### config.mk
export PLATFORM = sky130hd
export DESIGN_NAME = dual_decay_response_with_peak_core
export DESIGN_NICKNAME = d
export VERILOG_FILES = /design/src/hw/rtl/ddr_pkg.sv /design/src/hw/rtl/ddr_regs.sv /design/src/hw/rtl/ddr_ctrl.sv /design/src/hw/rtl/ddr_dp.sv /design/src/hw/rtl/dual_decay_response_with_peak_core.sv
export SDC_FILE = /design/constraint.sdc
export NUM_CORES = 2
export LEC_CHECK = 0
export ABC_AREA = 1
export BUFFER_PORTS_ARGS = -buffer_cell sky130_fd_sc_hd__buf_2
export CORE_AREA = 2 2 282 284
export DETAILED_ROUTE_END_ITERATION = 12
export DIE_AREA = 0 0 284 286
export PLACE_DENSITY = 0.71
export SYNTH_ARGS = -nofsm -noshare
export SYNTH_HDL_FRONTEND = slang
export SYNTH_SLANG_ARGS = --single-unit
### constraint.sdc
create_clock -name clk -period 9.2 [get_ports clk]
set_input_delay 1.84 -clock clk [delete_from_list [all_inputs] [get_ports clk]]
set_output_delay 1.84 -clock clk [all_outputs]
set_load 0.1 [all_outputs]
### src/hw/rtl/ddr_pkg.sv
package ddr_pkg;

  localparam int ACC_BITS = 28;
  localparam int DAY_BITS = 16;
  localparam int PROD_W = ACC_BITS + 16;

  localparam logic [63:0] EFF_MAX = 64'h0000_0000_3FFF_FFFF;
  localparam logic [63:0] OUT16_MAX = 64'h0000_0000_0000_FFFF;
  localparam logic [63:0] ACC_MAX = (64'd1 << ACC_BITS) - 64'd1;
  localparam logic [63:0] DAY_MAX = (64'd1 << DAY_BITS) - 64'd1;

  localparam logic [2:0] REG_FITNESS_DECAY = 3'd0;
  localparam logic [2:0] REG_FATIGUE_DECAY = 3'd1;
  localparam logic [2:0] REG_FITNESS_GAIN = 3'd2;
  localparam logic [2:0] REG_FATIGUE_GAIN = 3'd3;
  localparam logic [2:0] REG_BASELINE = 3'd4;
  localparam logic [2:0] REG_INITIAL_FITNESS = 3'd5;
  localparam logic [2:0] REG_INITIAL_FATIGUE = 3'd6;

  typedef logic [ACC_BITS-1:0] acc_t;
  typedef logic [ACC_BITS:0] acc_sum_t;
  typedef logic [PROD_W-1:0] prod_t;
  typedef logic [DAY_BITS-1:0] day_t;
  typedef logic [29:0] eff_t;

  typedef struct packed {
    logic [15:0] fitness_decay;
    logic [15:0] fatigue_decay;
    logic [15:0] fitness_gain;
    logic [15:0] fatigue_gain;
    logic signed [23:0] baseline;
    logic [27:0] initial_fitness;
    logic [27:0] initial_fatigue;
  } cfg_t;

  typedef struct packed {
    logic accept;
    logic leak_fat;
    logic eff_fit;
    logic eff_fat;
    logic finish;
  } cmd_t;

  function automatic acc_t init_sat(logic [27:0] v);
    logic [63:0] w;
    begin
      w = 64'(v);
      init_sat = (w > ACC_MAX) ? '1 : acc_t'(w);
    end
  endfunction

  function automatic eff_t eff_sat(prod_t p);
    logic [63:0] w;
    begin
      w = 64'(p[PROD_W-1:14]);
      eff_sat = (w > EFF_MAX) ? '1 : eff_t'(w);
    end
  endfunction

  function automatic logic [15:0] day_clip(day_t d);
    logic [63:0] w;
    begin
      w = 64'(d);
      day_clip = (w > OUT16_MAX) ? '1 : 16'(w);
    end
  endfunction

endpackage

### src/hw/rtl/ddr_regs.sv
module ddr_regs (
  input  logic              clk,
  input  logic              rst,
  input  logic              psel,
  input  logic              penable,
  input  logic              pwrite,
  input  logic [4:0]        paddr,
  input  logic [31:0]       pwdata,
  output logic [31:0]       prdata,
  output logic              pready,
  output ddr_pkg::cfg_t     cfg
);

  logic [2:0] index;
  logic       wr;

  assign index = paddr[4:2];
  assign wr = psel && penable && pwrite;
  assign pready = 1'b1;

  always_ff @(posedge clk) begin
    if (rst) begin
      cfg.fitness_decay <= 16'd64238;
      cfg.fatigue_decay <= 16'd59841;
      cfg.fitness_gain <= 16'd3277;
      cfg.fatigue_gain <= 16'd3277;
      cfg.baseline <= '0;
      cfg.initial_fitness <= '0;
      cfg.initial_fatigue <= '0;
    end else if (wr) begin
      unique case (index)
        ddr_pkg::REG_FITNESS_DECAY: cfg.fitness_decay <= pwdata[15:0];
        ddr_pkg::REG_FATIGUE_DECAY: cfg.fatigue_decay <= pwdata[15:0];
        ddr_pkg::REG_FITNESS_GAIN: cfg.fitness_gain <= pwdata[15:0];
        ddr_pkg::REG_FATIGUE_GAIN: cfg.fatigue_gain <= pwdata[15:0];
        ddr_pkg::REG_BASELINE: cfg.baseline <= pwdata[23:0];
        ddr_pkg::REG_INITIAL_FITNESS: cfg.initial_fitness <= pwdata[27:0];
        ddr_pkg::REG_INITIAL_FATIGUE: cfg.initial_fatigue <= pwdata[27:0];
        default: ;
      endcase
    end
  end

  always_comb begin
    unique case (index)
      ddr_pkg::REG_FITNESS_DECAY: prdata = 32'(cfg.fitness_decay);
      ddr_pkg::REG_FATIGUE_DECAY: prdata = 32'(cfg.fatigue_decay);
      ddr_pkg::REG_FITNESS_GAIN: prdata = 32'(cfg.fitness_gain);
      ddr_pkg::REG_FATIGUE_GAIN: prdata = 32'(cfg.fatigue_gain);
      ddr_pkg::REG_BASELINE: prdata = {8'd0, cfg.baseline};
      ddr_pkg::REG_INITIAL_FITNESS: prdata = 32'(cfg.initial_fitness);
      ddr_pkg::REG_INITIAL_FATIGUE: prdata = 32'(cfg.initial_fatigue);
      default: prdata = '0;
    endcase
  end

endmodule

### src/hw/rtl/ddr_ctrl.sv
module ddr_ctrl (
  input  logic          clk,
  input  logic          rst,
  input  logic          in_valid,
  output logic          in_ready,
  output logic          out_valid,
  input  logic          out_ready,
  output ddr_pkg::cmd_t cmd
);

  typedef enum logic [4:0] {
    ST_IDLE     = 5'b00001,
    ST_LEAK_FAT = 5'b00010,
    ST_EFF_FIT  = 5'b00100,
    ST_EFF_FAT  = 5'b01000,
    ST_FINISH   = 5'b10000
  } state_t;

  state_t state;
  state_t state_next;
  logic   out_free;

  assign out_free = !out_valid || out_ready;
  assign in_ready = (state == ST_IDLE);

  always_comb begin
    cmd = '0;
    state_next = state;
    unique case (state)
      ST_IDLE: begin
        if (in_valid) begin
          cmd.accept = 1'b1;
          state_next = ST_LEAK_FAT;
        end
      end
      ST_LEAK_FAT: begin
        cmd.leak_fat = 1'b1;
        state_next = ST_EFF_FIT;
      end
      ST_EFF_FIT: begin
        cmd.eff_fit = 1'b1;
        state_next = ST_EFF_FAT;
      end
      ST_EFF_FAT: begin
        cmd.eff_fat = 1'b1;
        state_next = ST_FINISH;
      end
      ST_FINISH: begin
        if (out_free) begin
          cmd.finish = 1'b1;
          state_next = ST_IDLE;
        end
      end
      default: state_next = ST_IDLE;
    endcase
  end

  always_ff @(posedge clk) begin
    if (rst) begin
      state <= ST_IDLE;
      out_valid <= 1'b0;
    end else begin
      state <= state_next;
      if (cmd.finish) begin
        out_valid <= 1'b1;
      end else if (out_ready) begin
        out_valid <= 1'b0;
      end
    end
  end

endmodule

### src/hw/rtl/ddr_dp.sv
module ddr_dp (
  input  logic                clk,
  input  logic                rst,
  input  ddr_pkg::cfg_t       cfg,
  input  ddr_pkg::cmd_t       cmd,
  input  logic [19:0]         load,
  input  logic                start_req,
  output logic [29:0]         fitness_effect,
  output logic [29:0]         fatigue_effect,
  output logic signed [31:0]  performance,
  output logic signed [31:0]  peak_performance,
  output logic [15:0]         peak_day,
  output logic [15:0]         day_index
);

  ddr_pkg::acc_t     fit_acc;
  ddr_pkg::acc_t     fat_acc;
  ddr_pkg::acc_t     fit_src;
  ddr_pkg::acc_t     fat_src;
  ddr_pkg::acc_t     mul_a;
  logic [15:0]       mul_b;
  ddr_pkg::prod_t    prod;
  ddr_pkg::acc_sum_t leak_sum;
  ddr_pkg::acc_t     leak_val;
  logic [19:0]       load_q;
  ddr_pkg::eff_t     fit_eff;
  ddr_pkg::eff_t     fat_eff;
  logic signed [31:0] perf;
  logic signed [31:0] best_perf;
  ddr_pkg::day_t     best_day;
  ddr_pkg::day_t     day_counter;
  logic              have_peak;
  logic              take_peak;

  assign fit_src = start_req ? ddr_pkg::init_sat(cfg.initial_fitness) : fit_acc;
  assign fat_src = start_req ? ddr_pkg::init_sat(cfg.initial_fatigue) : fat_acc;

  always_comb begin
    priority if (cmd.accept) begin
      mul_a = fit_src;
      mul_b = cfg.fitness_decay;
    end else if (cmd.leak_fat) begin
      mul_a = fat_acc;
      mul_b = cfg.fatigue_decay;
    end else if (cmd.eff_fit) begin
      mul_a = fit_acc;
      mul_b = cfg.fitness_gain;
    end else begin
      mul_a = fat_acc;
      mul_b = cfg.fatigue_gain;
    end
  end

  assign leak_sum = ddr_pkg::acc_sum_t'(prod[ddr_pkg::PROD_W-1:16])
                  + ddr_pkg::acc_sum_t'(load_q);
  assign leak_val = leak_sum[ddr_pkg::ACC_BITS] ? '1 : ddr_pkg::acc_t'(leak_sum);

  assign fat_eff = ddr_pkg::eff_sat(prod);
  assign perf = 32'(cfg.baseline) + signed'({2'b00, fit_eff})
              - signed'({2'b00, fat_eff});
  assign take_peak = !have_peak || (perf > best_perf);

  always_ff @(posedge clk) begin
    if (cmd.accept || cmd.leak_fat || cmd.eff_fit || cmd.eff_fat) begin
      prod <= ddr_pkg::prod_t'(mul_a) * ddr_pkg::prod_t'(mul_b);
    end
    if (cmd.accept) begin
      load_q <= load;
    end
    if (cmd.eff_fat) begin
      fit_eff <= ddr_pkg::eff_sat(prod);
    end
    if (cmd.finish) begin
      fitness_effect <= fit_eff;
      fatigue_effect <= fat_eff;
      performance <= perf;
      peak_performance <= take_peak ? perf : best_perf;
      peak_day <= ddr_pkg::day_clip(take_peak ? day_counter : best_day);
      day_index <= ddr_pkg::day_clip(day_counter);
    end
  end

  always_ff @(posedge clk) begin
    if (rst) begin
      fit_acc <= '0;
      fat_acc <= '0;
      best_perf <= '0;
      best_day <= '0;
      day_counter <= '0;
      have_peak <= 1'b0;
    end else begin
      if (cmd.accept) begin
        fit_acc <= fit_src;
        fat_acc <= fat_src;
        if (start_req) begin
          have_peak <= 1'b0;
          day_counter <= '0;
        end
      end
      if (cmd.leak_fat) begin
        fit_acc <= leak_val;
      end
      if (cmd.eff_fit) begin
        fat_acc <= leak_val;
      end
      if (cmd.finish) begin
        if (take_peak) begin
          best_perf <= perf;
          best_day <= day_counter;
          have_peak <= 1'b1;
        end
        if (64'(day_counter) < ddr_pkg::DAY_MAX) begin
          day_counter <= day_counter + ddr_pkg::day_t'(1);
        end
      end
    end
  end

endmodule

### src/hw/rtl/dual_decay_response_with_peak_core.sv
// Banister-style training response: each request carries one daily load and returns
// the fitness and fatigue effects, performance = baseline + fitness - fatigue, the
// running peak performance and its day. After a request is accepted, four products share
// one 28x16 multiplier, one per cycle, and the last one is saturated and combined as the
// result is registered; that step waits until the output register is free.
// A new request is taken as soon as the previous one has moved into the output register;
// none is taken while one is in flight. The user must write configuration over the
// APB-style port only while no request is in flight; the block does not enforce this.
module dual_decay_response_with_peak_core (
  input  logic               clk,
  input  logic               rst,
  input  logic               psel,
  input  logic               penable,
  input  logic               pwrite,
  input  logic [4:0]         paddr,
  input  logic [31:0]        pwdata,
  output logic [31:0]        prdata,
  output logic               pready,
  input  logic               in_valid,
  output logic               in_ready,
  input  logic [19:0]        load,
  input  logic               start_req,
  output logic               out_valid,
  input  logic               out_ready,
  output logic [29:0]        fitness_effect,
  output logic [29:0]        fatigue_effect,
  output logic signed [31:0] performance,
  output logic signed [31:0] peak_performance,
  output logic [15:0]        peak_day,
  output logic [15:0]        day_index
);

  ddr_pkg::cfg_t cfg;
  ddr_pkg::cmd_t cmd;

  ddr_regs u_regs (
    .clk     (clk),
    .rst     (rst),
    .psel    (psel),
    .penable (penable),
    .pwrite  (pwrite),
    .paddr   (paddr),
    .pwdata  (pwdata),
    .prdata  (prdata),
    .pready  (pready),
    .cfg     (cfg)
  );

  ddr_ctrl u_ctrl (
    .clk       (clk),
    .rst       (rst),
    .in_valid  (in_valid),
    .in_ready  (in_ready),
    .out_valid (out_valid),
    .out_ready (out_ready),
    .cmd       (cmd)
  );

  ddr_dp u_dp (
    .clk              (clk),
    .rst              (rst),
    .cfg              (cfg),
    .cmd              (cmd),
    .load             (load),
    .start_req        (start_req),
    .fitness_effect   (fitness_effect),
    .fatigue_effect   (fatigue_effect),
    .performance      (performance),
    .peak_performance (peak_performance),
    .peak_day         (peak_day),
    .day_index        (day_index)
  );

endmodule

==> Yosys cells after proc, flatten, opt, wreduce, memory -nomap -nowiden <==
Cells that the tools add are included.
{ "classes": {"magnitude_cmp": 2, "muxes": 36, "n_reduce_logical": 23, "multipliers": 1, "n_eq_ne": 13, "add_sub_neg": 4} }
{ "ops": {"columns": ["cell", "n"], "rows": [
  ["28-bit 2-to-1 mux", 10],
  ["28-bit case mux with 7 select lines", 1],
  ["16-bit 2-to-1 mux", 8],
  ["28-bit by 16-bit multiplier with 44-bit output", 1],
  ["24-bit by 31-bit adder with 32-bit output", 1],
  ["32-bit greater-than comparator", 1],
  ["32-bit 2-to-1 mux", 1],
  ["32-bit by 31-bit subtractor with 32-bit output", 1],
  ["28-bit by 20-bit adder with 29-bit output", 1],
  ["5-bit case mux with 5 select lines", 1],
  ["2-bit AND reduction", 9],
  ["16-bit by 1-bit adder with 16-bit output (second input constant)", 1],
  ["16-bit less-than comparator (second input constant)", 1],
  ["1-bit 2-to-1 mux", 13],
  ["5-bit 2-to-1 mux", 2],
  ["3-bit == test (second input constant)", 3],
  ["2-bit nonzero test", 4],
  ["3-bit by 2-bit == test with 1-bit output (second input constant)", 2],
  ["5-bit by 1-bit == test with 1-bit output (second input constant)", 1],
  ["5-bit by 2-bit == test with 1-bit output (second input constant)", 1],
  ["5-bit by 3-bit == test with 1-bit output (second input constant)", 1],
  ["5-bit by 4-bit == test with 1-bit output (second input constant)", 1],
  ["5-bit == test (second input constant)", 1],
  ["1-bit logical OR", 5],
  ["6 further kinds", 8]
]} }
{ "word_totals": {"reg_bits": 521, "inputBits": 65, "output_inout_bits": 191} }

==> Longest topological paths before layout <==
{ "depth": {"depth_word": 6, "mapped_depth": 34, "ltp_nobuf": 31} }

==> Modules after synthesis <==
From an unflattened synthesis, not the netlist that was laid out.
{ "unflattened": {"cells_unflattened": 5241, "hier_area_um2": 41028.1} }
{ "by_module_without_submodules": {"columns": ["module", "seq_area_each_um2", "area_each_um2", "n_inst", "cells_each"], "rows": [
  ["ddr_dp", 9509.1, 33828.7, 1, 4095],
  ["ddr_regs", 2882.8, 6869.1, 1, 1096],
  ["ddr_ctrl", 120.1, 330.3, 1, 50]
]} }

==> Worst setup path after synthesis <==
OpenSTA, ideal clock, no wires.
{ "synth_path": {"kind": "input-to-reg", "startpoint": "input port in_valid", "endpoint": "register u_dp.prod[42], data pin", "path_buffers": 3, "setup_slack_ps": 1093, "cell_stages": 29, "t_arrival_ps": 7855, "cell_sequence": "nand4_4 -> inv_1 -> buf_2 -> buf_2 -> nand2_1 -> o31ai_1 -> clkbuf_1 -> nand2_1 -> fa_1 -> inv_1 -> fa_1 -> fa_1 -> inv_1 -> fa_1 -> inv_1 -> fa_1 -> inv_1 -> fa_1 -> inv_1 -> ha_1 -> a21oi_1 -> inv_1 -> a21oi_1 -> o21a_1 -> nor2_1 -> a2111oi_0 -> nand2_1 -> nand2_1 -> nand2_1"} }
{ "synth_between": {"elab_chain_cells": 4, "word_cells_on_any_way": 5, "cone_classes": "mul (1); mux (4)"} }
{ "synth_rtl": {"columns": ["element", "line_no", "source"], "rows": [
  ["start: declaration", "dual_decay_response_with_peak_core.sv:19", "input logic in_valid,"],
  ["1-bit 2-to-1 mux *", "ddr_ctrl.sv:31", "if (in_valid) begin"],
  ["1-bit 2-to-1 mux *", "ddr_ctrl.sv:29", "unique case (state)"],
  ["28-bit 2-to-1 mux / 16-bit 2-to-1 mux (equally long branches)", "ddr_dp.sv:39", "priority if (cmd.accept) begin"],
  ["28-bit by 16-bit multiplier with 44-bit output *", "ddr_dp.sv:65", "prod <= ddr_pkg::prod_t'(mul_a) * ddr_pkg::prod_t'(mul_b);"],
  ["end signal: assignment", "ddr_dp.sv:65", null],
  ["end: declaration", "ddr_dp.sv:22", "ddr_pkg::prod_t prod;"]
]} }
Every way passes the cells marked *; elsewhere a longest branch is shown, timed or not.
A chain may end at the register's enable or synchronous reset.

==> Final worst setup path <==
{ "layout_path": {"startpoint": "input port in_valid", "endpoint": "register u_dp.prod[41], data pin"} }
The elaborated chain is that of the path after synthesis.

==> results.md <==
- Post-synthesis instance total: 4675
- Placer's final routability congestion estimate: 0.9534
- Nets: 5594
- FF/Latch Area: 12510 um^2
- Flop pwr share: 0.299
- Final min period: about 8.4 ns
- DRC viols: 0
- Combinational share of power: 0.488
- Setup Skew: approximately 0.03 ns
- Num CTS Buffers: 45
- CTS Buffer Depth: 3
- Setup Viol. Count Final: 0
- P_int: 0.005390 W
- Post-DRT Antenna Nets: 0
- Final Hold Vio Count: 0
- Initial antenna violation count: 4
- Worst Hold Class: flip-flop to flip-flop
- Clk pwr share: 0.213
- Critical path endpoint category: flip-flop
- Via/cell ratio: 5.429
- CTS tree: built
- Clock Pin Slew Worst Setup and Hold Paths: 0.06 ns
- Final worst slack: 0.7783 ns
- Worst Setup Path Type: input port to flip-flop
- Worst slack, placed: 0.3045 ns
- Clk_lat worst skew: 0.58 ns
- Initial DRC Count: approximately 2800
- DIE AREA: around 81000 um^2
- Synth Cell Area: 38840 um^2
- Core area: 78360 um^2
- Clock sink count: 507
- Least-Margin Pin Slew: 1.163 ns
- Fill cells: just over 7000
- Net switching power: 0.004087 W
- Commonest non-fill, non-tap cell in the layout: inv_1
- Routed wire length: 116.3 mm
- Layout area overhead: 11.86%
- Worst slew margin: 0.2221
- Number of synthesized flops with an enable pin: 236
- Synthesized flop and latch total: 507
- Fraction of layout cells with a size suffix above 1: 0.1087
- Root Buffer: clkbuf_16
- DR pass1 iterations: 6
- Grt ovf: 0
- Post-DP HPWL: 91.56 mm
- Maxcap violations: 0
- Via count: approximately 33000
- Status: finished, final reports clean
- Fraction of registers with async set/reset: 0
- Global-route wire length before repair: 178.9 mm
- I/O Pins: 256
- WP data arrival: 8.72 ns
- Final Total Pwr: about 0.0095 W
- Max Clk Rate: 118.7 MHz
- Initial Utilization: 0.4957
- Most frequent cells in the layout: 843 x inv_1, 802 x nand2_1, 542 x nor2_1
- Avg Inst Size Synth: 8.307 um^2
- Wire length per cell: 19.28 um
- Std cell rows: 103
- Ys flop type: dfxtp_1
- CP Data Required Time: between 9 and 10 ns
- Leakage power: ~20 nW
- IO Port Bufs: between 200 and 250
- Setup_tns: 0 ns
- Multi-input gate area: 22340 um^2
- Pwr dens: 218.1 nW/um^2
- Post-synthesis cell type count: 65
- Global Route Usage Sum: 0.2826
- Post-cts resize count: 0
- Fin crit share: 0.9154
- Unrepaired setup endpoints after global routing: false
- Slew Viols, Final: 0
- Setup crit start kind: input port
- DIE WIDTH: 284 um
- Vias in the first global route: 31910
- Max VDD drop: 136.0 uV
- Fraction of power spent switching nets: 0.4313
- Post-CTS Hold Buffers: 0
- Post-CTS Setup Bufs: 0
- Sequential share of the synthesized area: 0.3222
- Largest net degree at the start of global routing: 162
- CP max FO: 21
- Height of the die: 286 um
- Ys Warns: 0
- H-tree levels: 2
power by group through the flow:
stage               sequential (W)  combinational, W  clock (W)
floorplan                  0.00294           0.00294          0
global placement           0.00287           0.00444          0
detailed placement         0.00288           0.00454          0
CTS                        0.00283           0.00458    0.00204
global route               0.00284           0.00514    0.00212
finish                     0.00284           0.00462    0.00202
final timing paths:
| path | start | endpoint | slack, ns | depth (start not counted) |
|---|---|---|---|---|
| max | in_valid | u_dp.prod[41] | 0.78 | 26 |
| min | u_dp.fit_eff[19] | u_dp.fitness_effect[19] | 0.43 | 0 |
| max reg2reg | u_ctrl.state[0] | u_dp.prod[41] | 1.24 | 27 |
| min reg2reg | u_dp.fit_eff[19] | u_dp.fitness_effect[19] | 0.43 | 0 |
critical path: stages:
cell	delay, ns
buf_2	0.15
nand4_4	0.33
nand2_4	0.17
o21a_1	0.23
clkinv_1	0.68
buf_4	0.44
nand2_1	0.09
fa_1	0.43
fa_1	0.50
fa_1	0.55
inv_1	0.05
fa_1	0.47
fa_1	0.50
inv_1	0.05
fa_1	0.48
inv_1	0.08
ha_1	0.36
a21oi_1	0.20
o21ai_0	0.12
a21oi_1	0.18
nor2_1	0.09
a2111oi_0	0.34
buf_4	0.19
nand2_1	0.05
nand2_1	0.05
nand2_1	0.07
kinds of logic (layout without fill, tap and decap cells):
group | count (synthesis) | in the layout | share of synthesized area
simple gates | 1586 | 1586 | 0.1650
buf+inv | 1053 | 1351 | 0.1043
compound gates | 871 | 871 | 0.1275
fa+ha+maj | 590 | 590 | 0.2659
flops | 507 | 507 | 0.3222
xor+xnor | 63 | 63 | 0.01421
mux | 3 | 3 | 0.0008376
other cells | 2 | 9 | 0.0001934
cells in the mapped netlist (10+ instances only):
library cell	count	area (um^2)
clkbuf_1	117	439.2
a21oi_1	343	1717
buf_1	15	56.30
ha_1	198	2477
buf_2	37	185.2
a31oi_1	32	200.2
nor2_1	543	2038
nand2_1	804	3018
nand4_1	19	118.9
inv_2	10	37.54
o22ai_1	26	162.7
clkinv_1	17	63.81
o21ai_0	303	1516
fa_1	392	7848
edfxtp_1	236	7087
inv_1	845	3172
nand2_2	10	62.56
o211ai_1	41	307.8
o21bai_1	12	90.09
xnor2_1	22	192.7
nand3_1	138	690.7
nor4_1	10	62.56
a221oi_1	19	166.4
o31ai_1	16	120.1
o21a_1	13	97.59
dfxtp_1	271	5425
xor2_1	41	359.1
nor3_1	29	145.1
through the flow:
step,hold slack (ns),std cells,area (um^2),util
2_1_floorplan,0.4264,4678,38850,-
3_3_place_gp,0.4323,5942,41860,0.5342
3_5_place_dp,0.4330,5942,41860,0.5342
4_1_cts,0.4427,6026,43430,0.5543
5_1_grt,0.4570,6026,43430,0.5543
6_report,0.4346,6030,43440,0.5544
cell type report:
type / count / area share
Antenna cell: 4 / 0.0002304
Clock buffer: 56 / 0.02863
Sequential cell: 507 / 0.2880
Tap cell: 1050 / 0.03024
Timing Repair Buffer: 394 / 0.05547
Inverter: 873 / 0.07555
Multi-Input combinational cell: 3118 / 0.5142
Clock inverter: 28 / 0.007632
sequential cells by signal, indices dropped and copies added, names as in the netlist:
register	cells
u_ctrl.out_valid	1
u_ctrl.state	5
u_dp.best_day	16
u_dp.best_perf	32
u_dp.day_counter	16
u_dp.day_index	16
u_dp.fat_acc	28
u_dp.fatigue_effect	30
u_dp.fit_acc	28
u_dp.fit_eff	30
u_dp.fitness_effect	30
u_dp.have_peak	1
u_dp.load_q	20
u_dp.peak_day	16
u_dp.peak_performance	32
u_dp.performance	32
u_dp.prod	30
u_regs.cfg	144
metal layers:
metal | routed length (um) | global-route usage | vias to the layer above
met2 | 55380 | 0.4768 | 1319
met1 | 45920 | 0.3641 | 15760
met4 | 5007 | 0.1150 | 4
met5 | 26 | 0 | -
li1 | - | - | 15410
met3 | 9939 | 0.04522 | 242
Note: power is estimated with default switching activity, not from simulation.
